$ cat src/rtl/prtd_pkg.sv
package prtd_pkg;

  localparam int RES_W   = 22;
  localparam int TEMP_W  = 19;
  localparam int STAT_W  = 2;
  localparam int R_W     = 28;   // scaled resistance, Q12.16, below 4096 ohms
  localparam int X_W     = 45;   // resistance * 100 * 2^16
  localparam int CMP_W   = 50;   // nominal << 28
  localparam int DIV_W   = 64;   // |num| << 16
  localparam int Q_W     = 19;   // quotient bits kept
  localparam int Q_DEPTH = 4;

  localparam logic signed [22:0] C4 = -23'sd2275659;
  localparam logic signed [35:0] C3 = 36'sd4444445902;
  localparam logic signed [47:0] C2 = -48'sd72618344968;
  localparam logic signed [44:0] C1 = 45'sd42434612;
  localparam logic signed [22:0] D4 = -23'sd1495456;
  localparam logic signed [35:0] D3 = 36'sd1856305481;
  localparam logic signed [47:0] D2 = -48'sd27951784601;
  localparam logic signed [45:0] ONE_Q24 = 46'sd16777216;

  localparam logic signed [19:0] OFFSET_Q8 = 20'sd62769;
  localparam logic signed [19:0] T_MIN_OK  = -20'sd51200;
  localparam logic signed [19:0] T_MAX     = 20'sd262143;

  localparam logic [STAT_W-1:0] ST_OK     = 2'd0;
  localparam logic [STAT_W-1:0] ST_NOTPOS = 2'd1;
  localparam logic [STAT_W-1:0] ST_LOW    = 2'd2;

  typedef enum logic [1:0] {
    RK_EVAL   = 2'd0,
    RK_NOTPOS = 2'd1,
    RK_SAT    = 2'd2,
    RK_LOW    = 2'd3
  } res_kind_t;

  typedef struct packed {
    logic [R_W-1:0] r;
    res_kind_t      kind;
  } q_entry_t;

endpackage

$ cat src/rtl/prtd_front.sv
module prtd_front (
  input  logic                       clk,
  input  logic                       rst_n,
  input  logic                       in_valid,
  input  logic [prtd_pkg::RES_W-1:0] in_resistance,
  output logic                       in_ready,
  input  logic [prtd_pkg::RES_W-1:0] nom,
  input  logic                       q_full,
  output logic                       q_push,
  output prtd_pkg::q_entry_t         q_data
);

  localparam int NST = prtd_pkg::R_W;

  logic [NST:0]                 v_r;
  logic [prtd_pkg::X_W-1:0]     rem_r  [0:NST];
  logic [prtd_pkg::R_W-1:0]     quo_r  [0:NST];
  prtd_pkg::res_kind_t          kind_r [0:NST];

  logic                         adv;
  logic [prtd_pkg::X_W-1:0]     x;
  logic [prtd_pkg::CMP_W-1:0]   lim;
  prtd_pkg::res_kind_t          kind_nxt;

  assign adv      = !v_r[NST] || !q_full;
  assign in_ready = adv;
  assign q_push   = v_r[NST] && !q_full;
  assign q_data   = '{r: quo_r[NST], kind: kind_r[NST]};

  // dividend resistance * 100 * 2^16, quotient must stay below 2^28
  assign x   = (prtd_pkg::X_W'(in_resistance) * prtd_pkg::X_W'(100)) << 16;
  assign lim = {nom, {prtd_pkg::R_W{1'b0}}};

  always_comb begin
    if (in_resistance == '0) begin
      kind_nxt = prtd_pkg::RK_NOTPOS;
    end else if (prtd_pkg::CMP_W'(x) >= lim) begin
      kind_nxt = prtd_pkg::RK_SAT;
    end else begin
      kind_nxt = prtd_pkg::RK_EVAL;
    end
  end

  always_ff @(posedge clk) begin
    if (!rst_n) begin
      v_r <= '0;
    end else if (adv) begin
      v_r <= {v_r[NST-1:0], in_valid};
    end
  end

  always_ff @(posedge clk) begin
    if (adv) begin
      rem_r[0]  <= x;
      quo_r[0]  <= '0;
      kind_r[0] <= kind_nxt;
    end
  end

  // restoring divider, one quotient bit per stage
  for (genvar k = 0; k < NST; k++) begin : g_div
    localparam int BIT = NST - 1 - k;
    logic [prtd_pkg::CMP_W-1:0] dsh;
    logic                       ge;

    assign dsh = prtd_pkg::CMP_W'(nom) << BIT;
    assign ge  = prtd_pkg::CMP_W'(rem_r[k]) >= dsh;

    always_ff @(posedge clk) begin
      if (adv) begin
        rem_r[k+1]  <= ge ? rem_r[k] - prtd_pkg::X_W'(dsh) : rem_r[k];
        quo_r[k+1]  <= quo_r[k] | (prtd_pkg::R_W'(ge) << BIT);
        kind_r[k+1] <= kind_r[k];
      end
    end
  end

endmodule

$ cat config.mk
export PLATFORM = sky130hd
export DESIGN_NAME = prtd_front
export DESIGN_NICKNAME = d
export VERILOG_FILES = /design/src/rtl/prtd_pkg.sv /design/src/rtl/prtd_front.sv
export SDC_FILE = /design/constraint.sdc
export NUM_CORES = 2
export LEC_CHECK = 0
export BUFFER_PORTS_ARGS = -buffer_cell sky130_fd_sc_hd__buf_4
export CAP_MARGIN = 20
export CELL_PAD_IN_SITES_DETAIL_PLACEMENT = 0
export CELL_PAD_IN_SITES_GLOBAL_PLACEMENT = 2
export CORE_MARGIN = 2
export CORE_UTILIZATION = 26
export DETAILED_ROUTE_END_ITERATION = 8
export PLACE_DENSITY = 0.54
export SLEW_MARGIN = 20
export SYNTH_ARGS = -nofsm -noshare
export SYNTH_HDL_FRONTEND = slang
export SYNTH_SLANG_ARGS = --single-unit
$ cat constraint.sdc
create_clock -name clk -period 44.5 [get_ports clk]
set_input_delay 4.45 -clock clk [delete_from_list [all_inputs] [get_ports clk]]
set_output_delay 4.45 -clock clk [all_outputs]
set_load 0.01 [all_outputs]
==> metrics.txt <==
outcome completed; period utilisation layout 22.3%; GRT Total Usage 14.3%; worst slew pin tran 1.04 ns; H-tree depth 4; Filler Cell Count 33500; synth top area cells edfxtp_1, ha_1, xnor2_1; Yosys top cell area share 48.7%; worst path arrival time 5.47 ns; Via density 4.78; Mapped Nets 8584; sequential area share after synthesis 49.4%; cells along the critical path buf_4, and2_1, buf_4, inv_8, buf_4; CP max stage delay 0.25 ns; Worst EP required 40.05 ns; power per cell area 73.3 nW/µm²; VDD IR max 0.0000308 V; Worst-path clk slew 0.06 ns; placed wire-length estimate 176000 µm; grt total ovfl 0; Cells after Synth 7789; WL per Instance 19.6 µm; final setup TNS 0 ns; WHS Path Cells 0; share of cells above drive strength 1 8.03%; most common cell in the netlist edfxtp_1; WHS Endpoint kind_r[1][1]; setup bufs post-CTS 0; CTS Buffer Depth 4; Rel. slew slack 30.6%; Detailed Route WL 243000 µm; Max Cap Viol 0; Setup Skew 0.0458 ns; Hold Fails Final Rpt 0; top cells by count, synth edfxtp_1, nand2_1, ha_1; r2r setup slk 38.86 ns; Die ar. 330000 µm²; kind of end point of the critical path primary output; Most used DFF post-synth edfxtp_1; pin count of the biggest net entering global routing 164; Post-synth EDFFs 1373; Power Total 7080 µW; FMAX 101 MHz; Initial Util 26.1%; Worst setup SP type input port; Iter 0 DRT Violations 3836; Die Width 574 µm; worst-case reg-to-reg path depth 9; hold path start kind_r[0][3]; root buffer selected by CTS clkbuf_16; GPL Wtd Cong 0.806; kind of critical path input port to primary output; Storage cell area 41800 µm²; Nets 8753; worst r2r src v_r[28]; Synth Register Bits 1402; core outline area 324000 µm²; CTS buffer count 181; # setup viols final 0; RSZ-0062 raised after global routing no; Yosys Warn Count 0; capture point of the worst reg-to-reg path quo_r[6][16]; multi-input gate area in the final layout 41200 µm²; CTS sink cnt 1402; Yosys cell types 87; CTS resizes 0; number of global-route vias before repair 59100; CP most frequent cell buf_4; 1st-pass router iterations 5; num ports 80; CTS tree built; Avg Inst Size Synth 10.9 µm²; # rows 209; initial antenna violation count 10; asr flop ratio synth 0%; minimum clock period 9.92 ns; Lkg Pwr 0.0366 µW; Area growth syn-to-layout 14.3%; Post-CTS Hold Buffers 0; count of input and output buffers 79; residual DRC count 0; Crit Path Max Fanout 30; slowest CP cell inv_8; Hold Path Class flip-flop to flip-flop; cell taking the most area after synthesis edfxtp_1; Slew Limit Fails 0; Antenna Nets Post-Route 0; cell area after synthesis 84600 µm²; via count 59400; first-pass GRT wire length 366000 µm; Die Height 574 µm; worst-skew pair later-pin latency 0.86 ns
==> worst max-delay path by stage <==
stage / slack [ns] / start / end / depth (start not counted)
after floorplan: 18.35 / q_full / in_ready / 3
after global placement: 34.56 / q_full / in_ready / 5
after detailed placement: 34.39 / q_full / quo_r[6][100] / 10
after CTS: 34.56 / q_full / in_ready / 5
after global routing: 34.53 / q_full / in_ready / 5
final: 34.58 / q_full / in_ready / 5
==> critical path: cells and delay by family <==
family        cells  cell delay (ns)
buf+inv           4             0.81
simple gates      1             0.14
==> metrics by stage <==
step | utilization (%) | cells | hold WS, ns | setup WS [ns] | cell area (µm²)
6_report | 29.8 | 12400 | 0.389 | 34.58 | 96700
5_1_grt | 29.8 | 12400 | 0.385 | 34.53 | 96700
4_1_cts | 29.8 | 12400 | 0.379 | 34.56 | 96700
3_5_place_dp | 28.0 | 12100 | 0.405 | 34.39 | 90700
3_3_place_gp | 28.0 | 12100 | 0.400 | 34.56 | 90700
2_1_floorplan | - | 7789 | 0.400 | 18.35 | 84600
==> logic make-up after synthesis <==
family,synth area share [%]
AO/OA/AOI/OAI,15.1
XOR/XNOR,7.43
adder cells (fa/ha/maj),11.4
buffers and inverters,2.10
flip-flops,49.4
multiplexers,1.58
AND/OR/NAND/NOR,12.9
==> per-layer routing <==
metal	track usage, %	vias to the layer above	wire length (µm)	share of wire [%]
met4	3.49	0	5750	2.4
li1	-	29600	-	-
met5	0	-	0	0
met3	1.97	306	8600	3.5
met1	18.9	28700	111000	46
met2	24.6	852	117000	48
==> layout make-up <==
class | count | area share, %
Inverter | 290 | 1.14
Tap cell | 4325 | 5.60
Antenna cell | 3 | 0.00776
Clock inverter | 106 | 1.24
Timing Repair Buffer | 159 | 1.31
Multi-Input combinational cell | 5924 | 42.6
Sequential cell | 1402 | 43.2
Clock buffer | 214 | 4.89
==> power by group <==
| group | internal, µW | switching [µW] |
|---|---|---|
| sequential | 2170 | 390 |
| combinational | 1310 | 1740 |
| clock | 882 | 602 |
==> flip-flops by register name, indices dropped and copies added (netlist names) <==
| name | cells |
|---|---|
| rem_r | 909 |
| quo_r | 406 |
| kind_r | 58 |
| v_r | 29 |
==> cells in the final DEF, fill, tap and decap left out, types with 110 or more instances in the layout <==
cell type / Yosys / layout
nor2_1: 480 / 478
edfxtp_1: 1373 / 1373
clkbuf_16: 0 / 184
nand3_1: 148 / 148
xnor2_1: 405 / 405
mux2_2: 110 / 110
a21o_1: 231 / 231
inv_1: 286 / 264
a21oi_1: 575 / 573
o21ai_0: 613 / 611
ha_1: 703 / 703
buf_4: 5 / 153
nand2_1: 768 / 768
xor2_1: 313 / 313
nand2b_1: 128 / 128
nor3_1: 171 / 170
(Power assumes the default switching activity.)
