**config.mk**
```make
export PLATFORM = sky130hd
export DESIGN_NAME = prtd_queue
export DESIGN_NICKNAME = d
export VERILOG_FILES = /design/src/rtl/prtd_pkg.sv /design/src/rtl/prtd_queue.sv
export SDC_FILE = /design/constraint.sdc
export NUM_CORES = 1
export LEC_CHECK = 0
export BUFFER_PORTS_ARGS = -buffer_cell sky130_fd_sc_hd__buf_2
export CAP_MARGIN = 40
export CELL_PAD_IN_SITES_DETAIL_PLACEMENT = 2
export CELL_PAD_IN_SITES_GLOBAL_PLACEMENT = 2
export CORE_UTILIZATION = 44
export DETAILED_ROUTE_END_ITERATION = 16
export PLACE_DENSITY_LB_ADDON = 0.1
export RECOVER_POWER = 25
export SLEW_MARGIN = 10
export SYNTH_ARGS = -nofsm -noshare
export SYNTH_HDL_FRONTEND = slang
export SYNTH_SLANG_ARGS = --single-unit
```
**constraint.sdc**
```tcl
create_clock -name clk -period 2.3 [get_ports clk]
set_input_delay 0 -clock clk [delete_from_list [all_inputs] [get_ports clk]]
set_output_delay 0 -clock clk [all_outputs]
set_load 0.1 [all_outputs]
```
**src/rtl/prtd_pkg.sv**
```systemverilog
package prtd_pkg;

  localparam int RES_W   = 22;
  localparam int TEMP_W  = 19;
  localparam int STAT_W  = 2;
  localparam int R_W     = 28;   // scaled resistance, Q12.16, below 4096 ohms
  localparam int X_W     = 45;   // resistance * 100 * 2^16
  localparam int CMP_W   = 50;   // nominal << 28
  localparam int DIV_W   = 64;   // |num| << 16
  localparam int Q_W     = 19;   // quotient bits kept
  localparam int Q_DEPTH = 4;

  localparam logic signed [22:0] C4 = -23'sd2275659;
  localparam logic signed [35:0] C3 = 36'sd4444445902;
  localparam logic signed [47:0] C2 = -48'sd72618344968;
  localparam logic signed [44:0] C1 = 45'sd42434612;
  localparam logic signed [22:0] D4 = -23'sd1495456;
  localparam logic signed [35:0] D3 = 36'sd1856305481;
  localparam logic signed [47:0] D2 = -48'sd27951784601;
  localparam logic signed [45:0] ONE_Q24 = 46'sd16777216;

  localparam logic signed [19:0] OFFSET_Q8 = 20'sd62769;
  localparam logic signed [19:0] T_MIN_OK  = -20'sd51200;
  localparam logic signed [19:0] T_MAX     = 20'sd262143;

  localparam logic [STAT_W-1:0] ST_OK     = 2'd0;
  localparam logic [STAT_W-1:0] ST_NOTPOS = 2'd1;
  localparam logic [STAT_W-1:0] ST_LOW    = 2'd2;

  typedef enum logic [1:0] {
    RK_EVAL   = 2'd0,
    RK_NOTPOS = 2'd1,
    RK_SAT    = 2'd2,
    RK_LOW    = 2'd3
  } res_kind_t;

  typedef struct packed {
    logic [R_W-1:0] r;
    res_kind_t      kind;
  } q_entry_t;

endpackage

```
**src/rtl/prtd_queue.sv**
```systemverilog
module prtd_queue (
  input  logic               clk,
  input  logic               rst_n,
  input  logic               push,
  input  prtd_pkg::q_entry_t push_data,
  output logic               full,
  input  logic               pop,
  output prtd_pkg::q_entry_t pop_data,
  output logic               empty
);

  localparam int PW = $clog2(prtd_pkg::Q_DEPTH);

  prtd_pkg::q_entry_t mem [0:prtd_pkg::Q_DEPTH-1];
  logic [PW-1:0]      wp_r, rp_r;
  logic [PW:0]        cnt_r;

  assign full     = cnt_r == (PW+1)'(prtd_pkg::Q_DEPTH);
  assign empty    = cnt_r == '0;
  assign pop_data = mem[rp_r];

  always_ff @(posedge clk) begin
    if (push) begin
      mem[wp_r] <= push_data;
    end
  end

  always_ff @(posedge clk) begin
    if (!rst_n) begin
      wp_r  <= '0;
      rp_r  <= '0;
      cnt_r <= '0;
    end else begin
      if (push) wp_r <= wp_r + 1'b1;
      if (pop)  rp_r <= rp_r + 1'b1;
      if (push && !pop) begin
        cnt_r <= cnt_r + 1'b1;
      end else if (pop && !push) begin
        cnt_r <= cnt_r - 1'b1;
      end
    end
  end

  a_no_overrun: assert property (@(posedge clk) disable iff (!rst_n)
    full && !pop |=> cnt_r == (PW+1)'(prtd_pkg::Q_DEPTH) || $past(!push))
    else $error("queue overrun");
  a_cnt_bound: assert property (@(posedge clk) disable iff (!rst_n)
    cnt_r <= (PW+1)'(prtd_pkg::Q_DEPTH))
    else $error("queue count out of range");
  a_ptr_track: assert property (@(posedge clk) disable iff (!rst_n)
    empty |-> wp_r == rp_r)
    else $error("queue pointers disagree with count");

endmodule

```
==> summary.log <==
qor: clock_tree.cts.reportedPaths.clkPinSlew 0.06 ns
qor: setup_path.critical_path.slowest_cell mux4_2
qor: placement.number_of_input_and_output_port_buffers_inserted 65
qor: floorplanning.die_height 106 microns
qor: synth.yosys-top-cells-area edfxtp_1 (75%), mux4_2 (14%), dfxtp_1 (3.8%), ha_1 (1.3%), and2_1 (1.2%)
qor: synth.yosys-mux-area-fraction 0.146
qor: clock_tree.clk-insertion-delay-late 0.53 ns
qor: detailed_routing.detail_route.wirelength 12.1 mm
qor: synth.main_combinational_cell_family_by_area_after_synthesis multiplexers
qor: sta.relSlewSlack 0.424
qor: floorplanning.design.die.area 0.0113 sq mm
qor: floorplanning.num_rows 37
qor: layout.layout_common_cells edfxtp_1 (120), buf_2 (46), dlygate4sd3_1 (33), mux4_2 (30), clkbuf_1 (21)
qor: detailed_routing.drt.antenna.violating_nets 0
qor: synth.synth_top_area_cell edfxtp_1
qor: detailed_routing.highest-signal-layer met4
qor: detailed_routing.post_drt_wl_per_cell 25.9 microns
qor: clock_tree.htreeDepth 4
qor: setup_path.kind_of_start_point_of_the_critical_path flop
qor: sta.setup_violations 0
qor: synth.netlist_instances 199
qor: floorplanning.io_pins 66
qor: sta.rsz0062_at_grt false
qor: synth.yosys.area_share.xor_xnor 0.00917
qor: detailed_routing.vias_per_cell 5.22
qor: global_routing.grt_pass1_vias 2839
qor: global_routing.global_route_usage_over_all_layers 0.239
qor: layout.final_common_cell edfxtp_1
qor: setup_path.critical_path_cell_count 3
qor: sta.worstMarginPinSlew 0.863 ns
qor: outcome.status completed
qor: detailed_routing.wl_met3 514 microns
qor: synth.synthesis.area_per_instance 24.0 sq um
qor: placement.place_inst 402
qor: synth.ys_seq_elements 129
qor: floorplanning.initial_utilization 0.458
qor: detailed_routing.route.met2.wl 6.29 mm
qor: sta.slew_violations 0
qor: setup_path.worst-path-max-fanout 15
qor: layout.drive_gt1_frac 0.369
qor: detailed_routing.num_vias 2439
qor: layout.seqCellArea 0.00379 sq mm
qor: detailed_routing.route.layer.met1.wl 5.10 mm
qor: setup_path.critPathRequiredTime 2.30 ns
qor: layout.finish.net_count 358
qor: layout.multi_input_comb_area 941 sq um
qor: setup_path.timing.critical_path.max_delay_family buffers and inverters
qor: placement.gpl.final_weighted_congestion 0.668
qor: synth.synthSimpleGateAreaFrac 0.0191
qor: pwr.max-vdd-ir-drop 0.000672 V
qor: setup_path.crit_path_cell_trace buf_4 > mux4_2 > buf_2
qor: layout.area_delta_synth_final 31.4%
qor: setup_path.r2r_cells 3
qor: clock_tree.clock_tree.root_cell clkbuf_8
qor: placement.place_hpwl 6.34 mm
qor: job.max_cap_violations 0
qor: hold_path.min-delay-path-class in -> reg
qor: sta.clock-skew-final 0.00783 ns
qor: sta.timing.final.crit_share 0.901
qor: floorplanning.chipWidth 106 microns
qor: sta.count_of_endpoints_failing_hold_in_the_final_timing_report 0
qor: detailed_routing.dr.pass1.iters 4
qor: clock_tree.clock_path_buffers 2
qor: pwr.leakage 2.18 nW
qor: layout.fill_cells 858
qor: setup_path.criticalPathCategory reg -> out
qor: sta.timing.final.crit_period 2.07 ns
qor: synth.synth_compound_gate_area_share 0.00262
qor: global_routing.grt_antenna_before_repair 0
qor: layout.antennaDiodeCount 0
qor: global_routing.grt_pass1_wl 18.2 mm
qor: setup_path.worstPathArrival 2.07 ns
qor: layout.final_cell_count_no_fill 467
qor: synth.synth_area 0.00477 sq mm
qor: hold_path.worst_hold_path.num_cells 2
qor: pwr.power.density 1110 mW/mm^2
qor: floorplanning.floorplan.core_area 0.0104 sq mm
qor: synth.yosys.area.top_type_share 0.755
qor: global_routing.grt-ovfl-total 0
qor: synth.syn-num-nets 239
qor: detailed_routing.drt_drc_violations_left 0
qor: detailed_routing.detailedRoute.firstIterationViolations 127
qor: global_routing.maximum_number_of_pins_on_one_net_before_global_route_repair 31
qor: clock_tree.tritoncts.num_buffers 17
qor: sta.setup-tns-final 0 ns
qor: synth.post_synth_num_cell_types 19
qor: synth.synthAdderAreaFrac 0.0173
qor: sta.clock.fmax 0.482 GHz
qor: clock_tree.cts_num_sinks 129
qor: clock_tree.tritoncts built
qor: setup_path.critical_path.endpoint_type output pin
qor: setup_path.critical_path.max_stage_delay 0.58 ns
qor: setup_path.critPathBufInv 2
qor: synth.yosys_warning_count 0
qor: synth.ys_seq_area_frac 0.793
[sequential cells by signal, indices dropped and copies added (netlist names), named ones only]
signal and cells:
mem 120, cnt_r 3, rp_r 2, wp_r 2
[cell families after synthesis]
kind of cell / Yosys count
adders and majority gates: 6
AOI/OAI and AO/OA: 2
buffers and inverters: 10
xor gates and xnor gates: 5
muxes: 32
and+or+nand+nor: 15
DFF: 129
[Yosys cell counts]
library cell / n
mux4_2: 30
a21boi_0: 1
o21ai_0: 1
buf_6: 3
nand2_1: 1
ha_1: 5
buf_2: 3
edfxtp_1: 120
and2_1: 9
xor2_1: 3
mux2i_1: 2
xnor2_1: 2
or3_1: 1
nor2b_1: 2
fa_1: 1
nor3_1: 1
inv_1: 4
nor3b_1: 1
dfxtp_1: 9
[path summary, 6_finish.rpt]
kind                                    from     endpoint  slack (ns)
worst max-delay path                    flop  pop_data[3]        0.23
worst min-delay path            push_data[6]    mem[3][6]        0.23
worst max register to register       wp_r[0]    mem[2][6]        0.61
worst min register to register      cnt_r[2]     cnt_r[2]        0.54
[worst register-to-register path: stages (launching register included)]
cell,delay [ns]
dfxtp_1,0.35
inv_1,0.10
ha_1,0.14
and2_2,0.71
[cell type report]
class,count,area share
Multi-Input combinational cell,60,0.150
Tap cell,136,0.0271
Clock buffer,22,0.0738
Sequential cell,129,0.604
Clock inverter,10,0.0287
Timing Repair Buffer,106,0.114
Inverter,4,0.00239
[per-layer routing]
| layer | vias up | global-route usage |
|---|---|---|
| met5 | - | 0 |
| met4 | 0 | 0.0774 |
| met3 | 19 | 0.0730 |
| met2 | 88 | 0.400 |
| met1 | 1273 | 0.299 |
| li1 | 1059 | - |
[repair_timing]
item | 4_1_cts | 5_1_grt
hold endpoints to repair | 129 | 0
resized for setup | 0 | 0
setup buffers | 0 | 0
hold buffers | 33 | 0
[power breakdown]
group / switching [mW] / leakage, nW / internal [mW]
clock network: 1.04 / 0.311 / 1.95
registers: 0.0567 / 1.18 / 2.69
logic: 0.922 / 0.691 / 0.288
[metrics by stage]
stage	utilization	setup WS [ns]	power [mW]	hold WS [ns]	cell area [sq um]
global route	0.602	0.124	7.13	0.254	6270
detailed placement	0.511	0.591	3.96	0.218	5320
finish	0.602	0.227	6.95	0.227	6270
global placement	0.511	0.657	3.93	0.215	5320
floorplan	-	0.625	3.73	0.0989	4780
CTS	0.604	0.164	7.02	0.195	6300
No activity file was read; power rests on OpenSTA's default activity.
